## config.mk

```make
export PLATFORM = sky130hd
export DESIGN_NAME = ack_pending_slot_table_unit
export DESIGN_NICKNAME = d
export VERILOG_FILES = /design/src/sv/apst_pkg.sv /design/src/sv/ack_pending_slot_table_unit.sv /design/src/sv/apst_cell.sv /design/src/sv/apst_ctrl.sv
export SDC_FILE = /design/constraint.sdc
export NUM_CORES = 2
export LEC_CHECK = 0
export BUFFER_PORTS_ARGS = -buffer_cell sky130_fd_sc_hd__buf_2
export CORE_MARGIN = 2
export CORE_UTILIZATION = 30
export DETAILED_ROUTE_END_ITERATION = 12
export HOLD_SLACK_MARGIN = 0.12
export MAX_ROUTING_LAYER = met4
export SYNTH_ARGS = -nofsm -noshare
export SYNTH_HDL_FRONTEND = slang
export SYNTH_HIERARCHICAL = 1
export SYNTH_SLANG_ARGS = --single-unit
```

## constraint.sdc

```tcl
create_clock -name clk -period 4.7 [get_ports clk]
set_input_delay 0.94 -clock clk [delete_from_list [all_inputs] [get_ports clk]]
set_output_delay 0.94 -clock clk [all_outputs]
set_load 0.01 [all_outputs]
```

## src/sv/apst_pkg.sv

```systemverilog
// ----------------------------------------------------------------------------
// apst_pkg
// shared types and codes for the ack pending slot table
// ----------------------------------------------------------------------------
package apst_pkg;

  // action codes carried by an input item
  localparam logic [2:0] ACT_CLAIM   = 3'd0;
  localparam logic [2:0] ACT_MARK    = 3'd1;
  localparam logic [2:0] ACT_FREE    = 3'd2;
  localparam logic [2:0] ACT_ACK     = 3'd3;
  localparam logic [2:0] ACT_EXPIRE  = 3'd4;
  localparam logic [2:0] ACT_RELEASE = 3'd5;

  // status codes of a result
  localparam logic ST_OK   = 1'b0;
  localparam logic ST_FAIL = 1'b1;

  // register index (word address bit)
  localparam logic REG_TIMEOUT = 1'b0;

  localparam logic [31:0] TIMEOUT_RESET = 32'd5000;

  typedef struct packed {
    logic [2:0]  action;
    logic [3:0]  slot_index;
    logic [31:0] ack_id;
    logic [31:0] now_ticks;
  } apst_in_t;

  typedef struct packed {
    logic        status;
    logic [3:0]  result_slot;
    logic [31:0] result_seq;
    logic [31:0] round_trip_ticks;
    logic [4:0]  used_slots;
    logic        last;
  } apst_out_t;

  // contents of one slot
  typedef struct packed {
    logic        used;
    logic        awaiting;
    logic [31:0] seq;
    logic [31:0] sent;
  } slot_rec_t;

  typedef enum logic [1:0] {
    S_IDLE,
    S_SCAN,
    S_REPORT,
    S_EXPIRE
  } apst_state_t;

endpackage

```

## src/sv/ack_pending_slot_table_unit.sv

```systemverilog
// ----------------------------------------------------------------------------
// ack_pending_slot_table_unit
// table of retransmit slots tracked until acknowledged or expired
// ----------------------------------------------------------------------------
// An item is taken when start is high and busy is low. The slots sit in a
// ring of cells that rotates by one place per cycle while the sequencer scans
// or hands out expired slots, so the sequencer sees each slot once at the head
// of the ring and edits it on its way to the tail. Claim, mark sent, free,
// ack, release, an unknown action and an expire scan with nothing expired
// take a rotation of the ring and then the report state before the next
// possible start, and give one result. An expire scan that frees slots needs
// a second rotation to hand them out, with one result per expired slot in
// ascending slot order and last set on the final one. Each result is marked
// by result_valid for exactly one cycle; the receiver cannot stall and must
// take it then.
// timeout_ticks is written through the APB port at byte address 0 (reset
// 5000) and should only be written while busy is low.
// ----------------------------------------------------------------------------
module ack_pending_slot_table_unit
  import apst_pkg::*;
#(
  parameter int SLOT_COUNT = 16
)
(
  input  logic        clk,
  input  logic        rst,
  // configuration port
  input  logic        psel,
  input  logic        penable,
  input  logic        pwrite,
  input  logic [2:0]  paddr,
  input  logic [31:0] pwdata,
  output logic [31:0] prdata,
  output logic        pready,
  // command side
  input  logic        start,
  output logic        busy,
  input  apst_in_t    item,
  // result side
  output logic        result_valid,
  output apst_out_t   result
);

  logic [31:0] timeout_ticks;
  logic        reg_sel;

  // ring of slot records, chain[0] is the head seen by the sequencer
  slot_rec_t   chain [SLOT_COUNT];
  slot_rec_t   tail;
  logic        shift;

  assign pready  = 1'b1;
  assign reg_sel = (paddr[2] == REG_TIMEOUT);

  // register write on the access phase
  always_ff @(posedge clk) begin
    if (rst) begin
      timeout_ticks <= TIMEOUT_RESET;
    end else if (psel && penable && pwrite && pready && reg_sel) begin
      timeout_ticks <= pwdata;
    end
  end

  // reads outside the register map return zero
  assign prdata = reg_sel ? timeout_ticks : 32'd0;

  // slot cells, each takes its upper neighbor; the edited head enters the top
  for (genvar i = 0; i < SLOT_COUNT; i++) begin : g_cell
    if (i == SLOT_COUNT - 1) begin : g_top
      apst_cell u_cell (
        .clk    (clk),
        .rst    (rst),
        .shift  (shift),
        .rec_in (tail),
        .rec    (chain[i])
      );
    end else begin : g_mid
      apst_cell u_cell (
        .clk    (clk),
        .rst    (rst),
        .shift  (shift),
        .rec_in (chain[i+1]),
        .rec    (chain[i])
      );
    end
  end

  // scan sequencer: claim, ack match, expiry and result sequencing
  apst_ctrl #(
    .SLOT_COUNT (SLOT_COUNT)
  ) u_ctrl (
    .clk          (clk),
    .rst          (rst),
    .start        (start),
    .busy         (busy),
    .item         (item),
    .timeout      (timeout_ticks),
    .head         (chain[0]),
    .shift        (shift),
    .tail         (tail),
    .result_valid (result_valid),
    .result       (result)
  );

endmodule

```

## src/sv/apst_cell.sv

```systemverilog
// ----------------------------------------------------------------------------
// apst_cell
// one slot of the table; takes its neighbor's record on every shift
// ----------------------------------------------------------------------------
module apst_cell
  import apst_pkg::*;
(
  input  logic      clk,
  input  logic      rst,
  input  logic      shift,
  input  slot_rec_t rec_in,
  output slot_rec_t rec
);

  always_ff @(posedge clk) begin
    if (rst) begin
      rec <= '0;
    end else if (shift) begin
      rec <= rec_in;
    end
  end

endmodule

```

## src/sv/apst_ctrl.sv

```systemverilog
// ----------------------------------------------------------------------------
// apst_ctrl
// scan sequencer: edits the record at the head of the ring as it passes
// ----------------------------------------------------------------------------
module apst_ctrl
  import apst_pkg::*;
#(
  parameter int SLOT_COUNT = 16
)
(
  input  logic        clk,
  input  logic        rst,
  input  logic        start,
  output logic        busy,
  input  apst_in_t    item,
  input  logic [31:0] timeout,
  input  slot_rec_t   head,
  output logic        shift,
  output slot_rec_t   tail,
  output logic        result_valid,
  output apst_out_t   result
);

  localparam int PW = (SLOT_COUNT > 1) ? $clog2(SLOT_COUNT) : 1;
  localparam int UW = $clog2(SLOT_COUNT + 1);
  localparam logic [PW-1:0] POS_LAST = PW'(SLOT_COUNT - 1);
  localparam logic [31:0] SLOTS_W = 32'(SLOT_COUNT);

  apst_state_t state, state_next;

  logic [PW-1:0]         pos;
  logic [2:0]            act;
  logic [3:0]            idx;
  logic [31:0]           ack_id_r;
  logic [31:0]           now_r;
  logic                  found;
  logic [31:0]           next_seq;
  logic [UW-1:0]         used_cnt;
  logic [UW-1:0]         remaining;
  logic [SLOT_COUNT-1:0] hit_mask;
  logic [3:0]            res_slot;
  logic [31:0]           res_seq;
  logic [31:0]           res_rtt;

  logic [31:0] pos_w;
  logic [31:0] used_w;
  logic [31:0] age;
  logic        pos_last;
  logic        idx_ok;
  logic        at_idx;
  logic        is_wait;
  logic        claim_hit;
  logic        ack_hit;
  logic        idx_hit;
  logic        exp_hit;
  logic        drop;
  logic        res_fire;
  apst_out_t   res_next;

  assign pos_w    = 32'(pos);
  assign used_w   = 32'(used_cnt);
  assign age      = now_r - head.sent;
  assign pos_last = (pos == POS_LAST);
  assign idx_ok   = (32'(idx) < SLOTS_W);
  assign at_idx   = (pos_w == 32'(idx));
  assign is_wait  = head.used && head.awaiting;
  assign busy     = (state != S_IDLE);
  assign shift    = (state == S_SCAN) || (state == S_EXPIRE);

  // per-slot edit of the passing record
  always_comb begin
    tail      = head;
    claim_hit = 1'b0;
    ack_hit   = 1'b0;
    idx_hit   = 1'b0;
    exp_hit   = 1'b0;
    drop      = 1'b0;
    if (state == S_SCAN) begin
      case (act)
        ACT_CLAIM: begin
          if (!found && !head.used) begin
            claim_hit     = 1'b1;
            tail.used     = 1'b1;
            tail.awaiting = 1'b0;
            tail.seq      = next_seq;
          end
        end
        ACT_MARK: begin
          if (at_idx && idx_ok) begin
            idx_hit       = 1'b1;
            tail.awaiting = 1'b1;
            tail.sent     = now_r;
          end
        end
        ACT_FREE: begin
          if (at_idx && idx_ok) begin
            idx_hit   = 1'b1;
            tail.used = 1'b0;
            drop      = head.used;
          end
        end
        ACT_ACK: begin
          if (!found && is_wait && (head.seq == ack_id_r)) begin
            ack_hit   = 1'b1;
            tail.used = 1'b0;
            drop      = 1'b1;
          end
        end
        ACT_EXPIRE: begin
          if (is_wait && (age >= timeout)) begin
            exp_hit   = 1'b1;
            tail.used = 1'b0;
            drop      = 1'b1;
          end
        end
        ACT_RELEASE: begin
          if (is_wait) begin
            tail.used = 1'b0;
            drop      = 1'b1;
          end
        end
        default: ;
      endcase
    end
  end

  // next state
  always_comb begin
    state_next = state;
    case (state)
      S_IDLE: begin
        if (start) state_next = S_SCAN;
      end
      S_SCAN: begin
        if (pos_last) begin
          if ((act == ACT_EXPIRE) && ((remaining != '0) || exp_hit)) begin
            state_next = S_EXPIRE;
          end else begin
            state_next = S_REPORT;
          end
        end
      end
      S_REPORT: state_next = S_IDLE;
      S_EXPIRE: begin
        if (pos_last) state_next = S_IDLE;
      end
      default: state_next = S_IDLE;
    endcase
  end

  // result of the current cycle
  always_comb begin
    res_fire                  = 1'b0;
    res_next.status           = ST_FAIL;
    res_next.result_slot      = res_slot;
    res_next.result_seq       = res_seq;
    res_next.round_trip_ticks = res_rtt;
    res_next.used_slots       = used_w[4:0];
    res_next.last             = 1'b1;
    case (state)
      S_REPORT: begin
        res_fire = 1'b1;
        case (act)
          ACT_CLAIM:   res_next.status = found ? ST_OK : ST_FAIL;
          ACT_MARK:    res_next.status = idx_ok ? ST_OK : ST_FAIL;
          ACT_FREE:    res_next.status = idx_ok ? ST_OK : ST_FAIL;
          ACT_ACK:     res_next.status = found ? ST_OK : ST_FAIL;
          ACT_RELEASE: res_next.status = ST_OK;
          default:     res_next.status = ST_FAIL;
        endcase
      end
      S_EXPIRE: begin
        res_fire                  = hit_mask[pos];
        res_next.status           = ST_OK;
        res_next.result_slot      = pos_w[3:0];
        res_next.result_seq       = head.seq;
        res_next.round_trip_ticks = age;
        res_next.last             = (remaining == UW'(1));
      end
      default: ;
    endcase
  end

  always_ff @(posedge clk) begin
    if (rst) begin
      state        <= S_IDLE;
      next_seq     <= '0;
      used_cnt     <= '0;
      result_valid <= 1'b0;
    end else begin
      state        <= state_next;
      result_valid <= res_fire;
      if (claim_hit) begin
        next_seq <= next_seq + 32'd1;
        used_cnt <= used_cnt + UW'(1);
      end else if (drop) begin
        used_cnt <= used_cnt - UW'(1);
      end
    end
  end

  // item fields and scan bookkeeping
  always_ff @(posedge clk) begin
    if (res_fire) result <= res_next;
    case (state)
      S_IDLE: begin
        if (start) begin
          act       <= item.action;
          idx       <= item.slot_index;
          ack_id_r  <= item.ack_id;
          now_r     <= item.now_ticks;
          pos       <= '0;
          found     <= 1'b0;
          hit_mask  <= '0;
          remaining <= '0;
          res_seq   <= '0;
          res_rtt   <= '0;
          res_slot  <= ((item.action == ACT_MARK) || (item.action == ACT_FREE)) ?
                       item.slot_index : 4'd0;
        end
      end
      S_SCAN: begin
        pos <= pos_last ? '0 : pos + PW'(1);
        if (claim_hit || ack_hit) begin
          found    <= 1'b1;
          res_slot <= pos_w[3:0];
          res_seq  <= claim_hit ? next_seq : head.seq;
        end
        if (ack_hit) res_rtt <= age;
        if (idx_hit) res_seq <= head.seq;
        if (exp_hit) begin
          hit_mask[pos] <= 1'b1;
          remaining     <= remaining + UW'(1);
        end
      end
      S_EXPIRE: begin
        pos <= pos_last ? '0 : pos + PW'(1);
        if (hit_mask[pos]) remaining <= remaining - UW'(1);
      end
      default: ;
    endcase
  end

endmodule

```

# Word level (Yosys, flattened, before mapping)
# Index checks and enable logic that the tools add are counted.
# W data, S select, Z words.
dict set report word_totals {
  register_bits 1368
  input_bits 112
  output_inout_bits 110
  word_cells 225
}
dict set report classes {
  add_sub_neg 7
  n_lt_le_gt_ge 3
  n_eq_ne 22
  mux 69
  n_bitwise 2
  reduce_logical 36
}
# cell n
set op_table {}
lappend op_table {{$mux W32} 9}
lappend op_table {{$pmux W32 S2} 2}
lappend op_table {{$mux W68} 1}
lappend op_table {{$mux W66} 1}
lappend op_table {{$mux W34} 1}
lappend op_table {{$add A32 B1 Y32 const B} 1}
lappend op_table {{$eq A32 B32 Y1} 1}
lappend op_table {{$ge A32 B32 Y1} 1}
lappend op_table {{$mux W16} 2}
lappend op_table {{$pmux W16 S2} 1}
lappend op_table {{$sub A32 B32 Y32} 1}
lappend op_table {{$mux W1} 26}
lappend op_table {{$mux W5} 5}
lappend op_table {{$mux W4} 5}
lappend op_table {{$or A16 B16 Y16} 1}
lappend op_table {{$pmux W4 S2} 2}
lappend op_table {{$pmux W5 S3} 1}
lappend op_table {{$reduce_and A3 Y1} 5}
lappend op_table {{$add A5 B1 Y5 const B} 2}
lappend op_table {{$logic_and A1 B1 Y1} 10}
lappend op_table {{$pmux W1 S2} 5}
lappend op_table {{$sub A5 B1 Y5 const B} 2}
lappend op_table {{$eq A3 B2 Y1 const B} 3}
lappend op_table {{$ne A2 B1 Y1 const B} 4}
lappend op_table {{30 further kinds} 47}

# Logic depth before layout (Yosys ltp)
dict set report depth {
  ltp_word 11
  mapped_depth 22
  depth_no_buf 22
}

# Modules after synthesis
# The synthesis kept the hierarchy.
# mod instances cells_each area_each_um2 seq_area_each_um2
set by_module_without_submodules {}
lappend by_module_without_submodules {apst_cell 16 213 2387.3 1321.3}
lappend by_module_without_submodules {apst_ctrl 1 1415 15056.9 8007.7}
lappend by_module_without_submodules {ack_pending_slot_table_unit 1 177 1672.9 640.6}

# Worst setup path after synthesis
# OpenSTA, ideal clock, no wires.
dict set report synth_timing {
  kind {reg2reg}
  start {register u_ctrl.now_r[16]}
  end {register u_ctrl.hit_mask[0] (enable)}
  setup_time_ns 0.414
  arrival_ns 4.745
  required_time_ns 4.286
  slack_ns -0.459
  stages_incl_launch_ff 18
  n_path_buf 1
  synth_period_minus_slack_ns 5.159
  path_cell_list {edfxtp_1 -> ha_1 -> clkbuf_1 -> nand3_1 -> nor4b_1 -> o211ai_1 -> a31oi_1 -> a21boi_0 -> o21a_1 -> a21oi_1 -> nand3_1 -> ha_1 -> nand4_1 -> nor3_1 -> a221oi_1 -> a21oi_1 -> a41oi_1 -> o21ai_0}
}
dict set report synth_between {
  elab_chain_len 8
}
# item line_no
set synth_lines {}
lappend synth_lines {{start: declaration} apst_ctrl.sv:35} ;# logic [31:0] now_r;
lappend synth_lines {{start signal: assignment} apst_ctrl.sv:211} ;# now_r <= item.now_ticks;
lappend synth_lines {{$sub A32 B32 Y32} apst_ctrl.sv:62} ;# assign age = now_r - head.sent;
lappend synth_lines {{named net u_ctrl.age[29]} apst_ctrl.sv:47} ;# logic [31:0] age;
lappend synth_lines {{$ge A32 B32 Y1} apst_ctrl.sv:110} ;# if (is_wait && (age >= timeout)) begin
lappend synth_lines {{$logic_and A1 B1 Y1} apst_ctrl.sv:110}
lappend synth_lines {{$mux W1} apst_ctrl.sv:110}
lappend synth_lines {{$mux W1} apst_ctrl.sv:79} ;# case (act)
lappend synth_lines {{$mux W1} apst_ctrl.sv:78} ;# if (state == S_SCAN) begin
lappend synth_lines {{$ne A2 B1 Y1 (no line)} --}
lappend synth_lines {{$reduce_and A3 Y1 (no line)} --}
lappend synth_lines {{end signal: assignment} apst_ctrl.sv:214} ;# hit_mask <= '0;
lappend synth_lines {{end signal: indexed assignment} apst_ctrl.sv:232} ;# hit_mask[pos] <= 1'b1;
lappend synth_lines {{end: declaration} apst_ctrl.sv:40} ;# logic [SLOT_COUNT-1:0] hit_mask;
# The timed path passes the listed nets, and every way through them passes these cells.
# A chain may end at the register's enable or synchronous reset.

# Final worst setup path
dict set report layout_timing {
  start {register u_ctrl.now_r[16]}
  end {register u_ctrl.remaining[2] (enable)}
}
dict set report layout_between {
  elab_chain_len 8
}
# item line_no
set layout_lines {}
lappend layout_lines {{$sub A32 B32 Y32} apst_ctrl.sv:62}
lappend layout_lines {{named net u_ctrl.age[30]} apst_ctrl.sv:47}
lappend layout_lines {{$ge A32 B32 Y1} apst_ctrl.sv:110}
lappend layout_lines {{$logic_and A1 B1 Y1} apst_ctrl.sv:110}
lappend layout_lines {{$mux W1} apst_ctrl.sv:110}
lappend layout_lines {{$mux W1} apst_ctrl.sv:79}
lappend layout_lines {{$mux W1} apst_ctrl.sv:78}
lappend layout_lines {{$ne A2 B1 Y1 (no line)} --}
lappend layout_lines {{$reduce_and A4 Y1 (no line)} --}
lappend layout_lines {{end signal: assignment} apst_ctrl.sv:233} ;# remaining <= remaining + UW'(1);
lappend layout_lines {{end signal: assignment} apst_ctrl.sv:238} ;# if (hit_mask[pos]) remaining <= remaining - UW'(1);
lappend layout_lines {{end: declaration} apst_ctrl.sv:39} ;# logic [UW-1:0] remaining;
# The timed path passes the listed nets, and every way through them passes these cells.

==> summary.md <==
| Metric | Value |
|---|---|
| Status | finished clean |
| Main combinational cell family by area after synthesis | multiplexers |
| Vias per cell | approximately 4.5 |
| Tmin final | ~4.5 ns |
| Leakage | roughly 24 nW |
| Commonest cells after routing, fill and taps aside | nor2_1 (1,172), dfxtp_1 (1,127), mux2i_1 (1,092), edfxtp_1 (240), buf_2 (217) |
| Largest net degree at the start of global routing | approximately 160 |
| Port bufs | about 220 |
| Worst-Skew Late Latency | ~0.76 ns |
| Die X | approximately 430 um |
| Initial antenna violation count | 5 |
| Post-Synth Adder-Cell Area | 0.0176 |
| Xor/xnor cell area share of the yosys netlist | 0.0166 |
| Syn_nets | 5,188 |
| Post-route cell area | approximately 62,000 um^2 |
| Post-synth top flop | dfxtp_1 |
| Drt first pass iters | 5 |
| Worst-path clk slew | about 0.070 ns |
| Clock Skew | ~0.044 ns |
| Placer Congestion | approximately 0.86 |
| CTS tree | done |
| Die Span Y | approximately 430 um |
| # clock sinks | between 1k and 1.5k |
| Vias | between 30k and 40k |
| Fillers | 18.2k |
| Detailed Place HPWL | around 76 mm |
| Worst vdd ir | between 0.2 and 0.3 mV |
| Mux contribution to synthesized area | 0.216 |
| Data required, critical path | between 5 and 6 ns |
| Num rows | ~160 |
| # DRC | 0 |
| Largest cells by area after synthesis | dfxtp_1 (41%), mux2i_1 (20%), edfxtp_1 (13%) |
| Max FO, Critical Path | 7 |
| Syn Area/Cell | between 10 and 15 um^2 |
| Max-slew violations | 0 |
| Post-synth EDFFs | 240 |
| Antenna Nets Post-Route | 0 |
| Synth area leader | dfxtp_1 |
| Critical Path Source Type | flop |
| Vias in the first global route | 32.3k |
| YS warnings | 6 |
| Achievable Freq | between 0.2 and 0.25 GHz |
| Placed inst area | about 57,000 um^2 |
| Slew @ Worst Pin | roughly 1.1 ns |
| Synthesized area | between 50,000 and 60,000 um^2 |
| Nets | ~5.4k |
| Proportion of layout cells with a drive suffix above 1 | 0.129 |
| Final Hold Fails | 0 |
| Asr flop ratio synth | 0 |
| Yosys top cell area share | 0.411 |
| Final WL | ~110 mm |
| Synth Area in Compound Gates | 0.0293 |
| Simple-gate share of the synthesized area | 0.119 |
| Register area share after synthesis | 0.542 |
| I/O pin count | approximately 220 |
| CTS max path bufs | 3 |
| PD cells | approximately 400 nW/um^2 |
| Grt total ovfl | 0 |
| Final setup violation count | 0 |
| TritonCTS buffer count | roughly 140 |
| Period utilisation layout | 0.960 |
| Placeable Area | ~180,000 um^2 |
| Drt wl/cell | between 10 and 15 um |
| Library cells used by synthesis | between 60 and 70 |
| Total die area | between 150,000 and 200,000 um^2 |
| Crit. End Element | flop |
| Commonest non-fill, non-tap cell in the layout | nor2_1 |
| 1st-iter DRT viols | 2,074 |
| CTS root buffer | clkbuf_16 |
| Initial Utilization | 0.301 |
| Syn Inst Count | roughly 5.0k |
| Max transition margin | 0.269 |
| CP Class | reg -> reg |
| Worst Hold Class | in -> reg |
| Gr usage total | 0.124 |
| CP Data Arrival Time | ~5 ns |
| Yosys reg bits | 1,368 |
| Area grow syn2layout | 13.1% |
| First-pass GRT wire length | ~180 mm |
| H-Tree Depth | 4 |
| Hold slack | between 0.3 and 0.4 ns |
| Number of max-cap violations | 0 |
layout make-up:
class,instances,area (um^2),share of cell area
well taps,2385,2980,0.0480
multi-input cells,3213,22200,0.357
inverters,107,403,0.00649
repair buffers,339,2190,0.0353
clock buffers,215,4110,0.0662
clock inverters,38,452,0.00727
diodes,1,2.50,0.0000403
flip-flops and latches,1368,29800,0.480
synth_stat cells (all sizes together), types with 26 or more instances:
cell	n
a21oi	103
buf	211
clkbuf	101
dfxtp	1128
edfxtp	240
ha	74
inv	107
mux2	71
mux2i	1093
nand2	188
nand2b	66
nand3	30
nor2	1174
nor2b	45
o21ai	95
xnor2	26
xor2	78
per-layer routing:
metal	up-vias	track usage	wire [um]
met2	455	0.206	56200
met4	0	0.0396	2780
met5	-	-	0
met3	189	0.0213	4350
li1	17200	-	-
met1	16200	0.152	51600
what timing repair did:
item,in CTS,in global routing
gates resized for setup,11,43
buffers inserted,1,8
hold buffers,0,0
pin swaps,6,24
setup endpoints to repair,26,28
worst paths after layout:
path / start / to / cells past startpoint / slack (ns)
min reg2reg: g_cell[2].g_mid.u_cell/rec[29]$_SDFFE_PP0P_ / g_cell[1].g_mid.u_cell/rec[29]$_SDFFE_PP0P_ / 2 / 0.47
min: item[53] / u_ctrl/ack_id_r[21]$_DFFE_PP_ / 1 / 0.35
max: u_ctrl/now_r[16]$_DFFE_PP_ / u_ctrl/remaining[2]$_DFFE_PP_ / 21 / 0.19
max reg2reg: u_ctrl/now_r[16]$_DFFE_PP_ / u_ctrl/remaining[2]$_DFFE_PP_ / 21 / 0.19
metrics by stage:
stage,total power [mW],setup TNS (ns),utilization,cells,setup slack (ns)
floorplan,14.0,0,-,5000,0.151
global route,25.9,-0.151,0.340,7666,-0.0320
global placement,14.2,-1.22,0.314,7403,-0.110
detailed placement,14.3,-3.11,0.314,7403,-0.192
finish,24.9,0,0.340,7666,0.188
CTS,25.3,0,0.339,7657,0.0144
critical path: stages, from the launching register on:
cell and delay (ns):
edfxtp_1 0.44, ha_4 0.28, buf_4 0.16, o21a_1 0.18, o21a_1 0.22, and3_1 0.20
o2111a_2 0.16, or4_4 0.53, o311ai_4 0.12, nor2_2 0.07, ha_1 0.34, buf_4 0.15
a21oi_1 0.12, nand2_1 0.07, a221oi_1 0.29, a21oi_1 0.12, a41oi_2 0.24, buf_6 0.16
nor3b_2 0.04, a21oi_1 0.14, o21ai_1 0.08, buf_4 0.17
cell families (layout without fill, tap and decap cells):
| family | Yosys count | count (layout) |
|---|---|---|
| compound gates | 278 | 278 |
| xor+xnor | 104 | 104 |
| fa+ha+maj | 76 | 76 |
| buf+inv | 419 | 699 |
| flops | 1368 | 1368 |
| mux | 1169 | 1169 |
| other cells | 1 | 2 |
| simple gates | 1585 | 1585 |
flip-flops by register name (all words and copies together) (netlist names):
name,count
u_ctrl/res_slot,4
u_ctrl/state,2
u_ctrl/next_seq,32
u_ctrl/used_cnt,5
g_cell.g_top.u_cell/rec,66
u_ctrl/hit_mask,16
u_ctrl/result_valid,1
g_cell.g_mid.u_cell/rec,990
u_ctrl/remaining,5
u_ctrl/found,1
u_ctrl/now_r,32
u_ctrl/ack_id_r,32
u_ctrl/pos,4
u_ctrl/res_rtt,32
timeout_ticks,32
u_ctrl/res_seq,32
u_ctrl/act,3
u_ctrl/result,75
u_ctrl/idx,4
report_power, final:
group | leakage [nW] | internal [mW] | switching (mW)
clock | 2.23 | 6.21 | 4.68
combinational | 10.2 | 0.757 | 1.10
sequential | 11.4 | 12.1 | 0.0856
(Power assumes the default switching activity.)
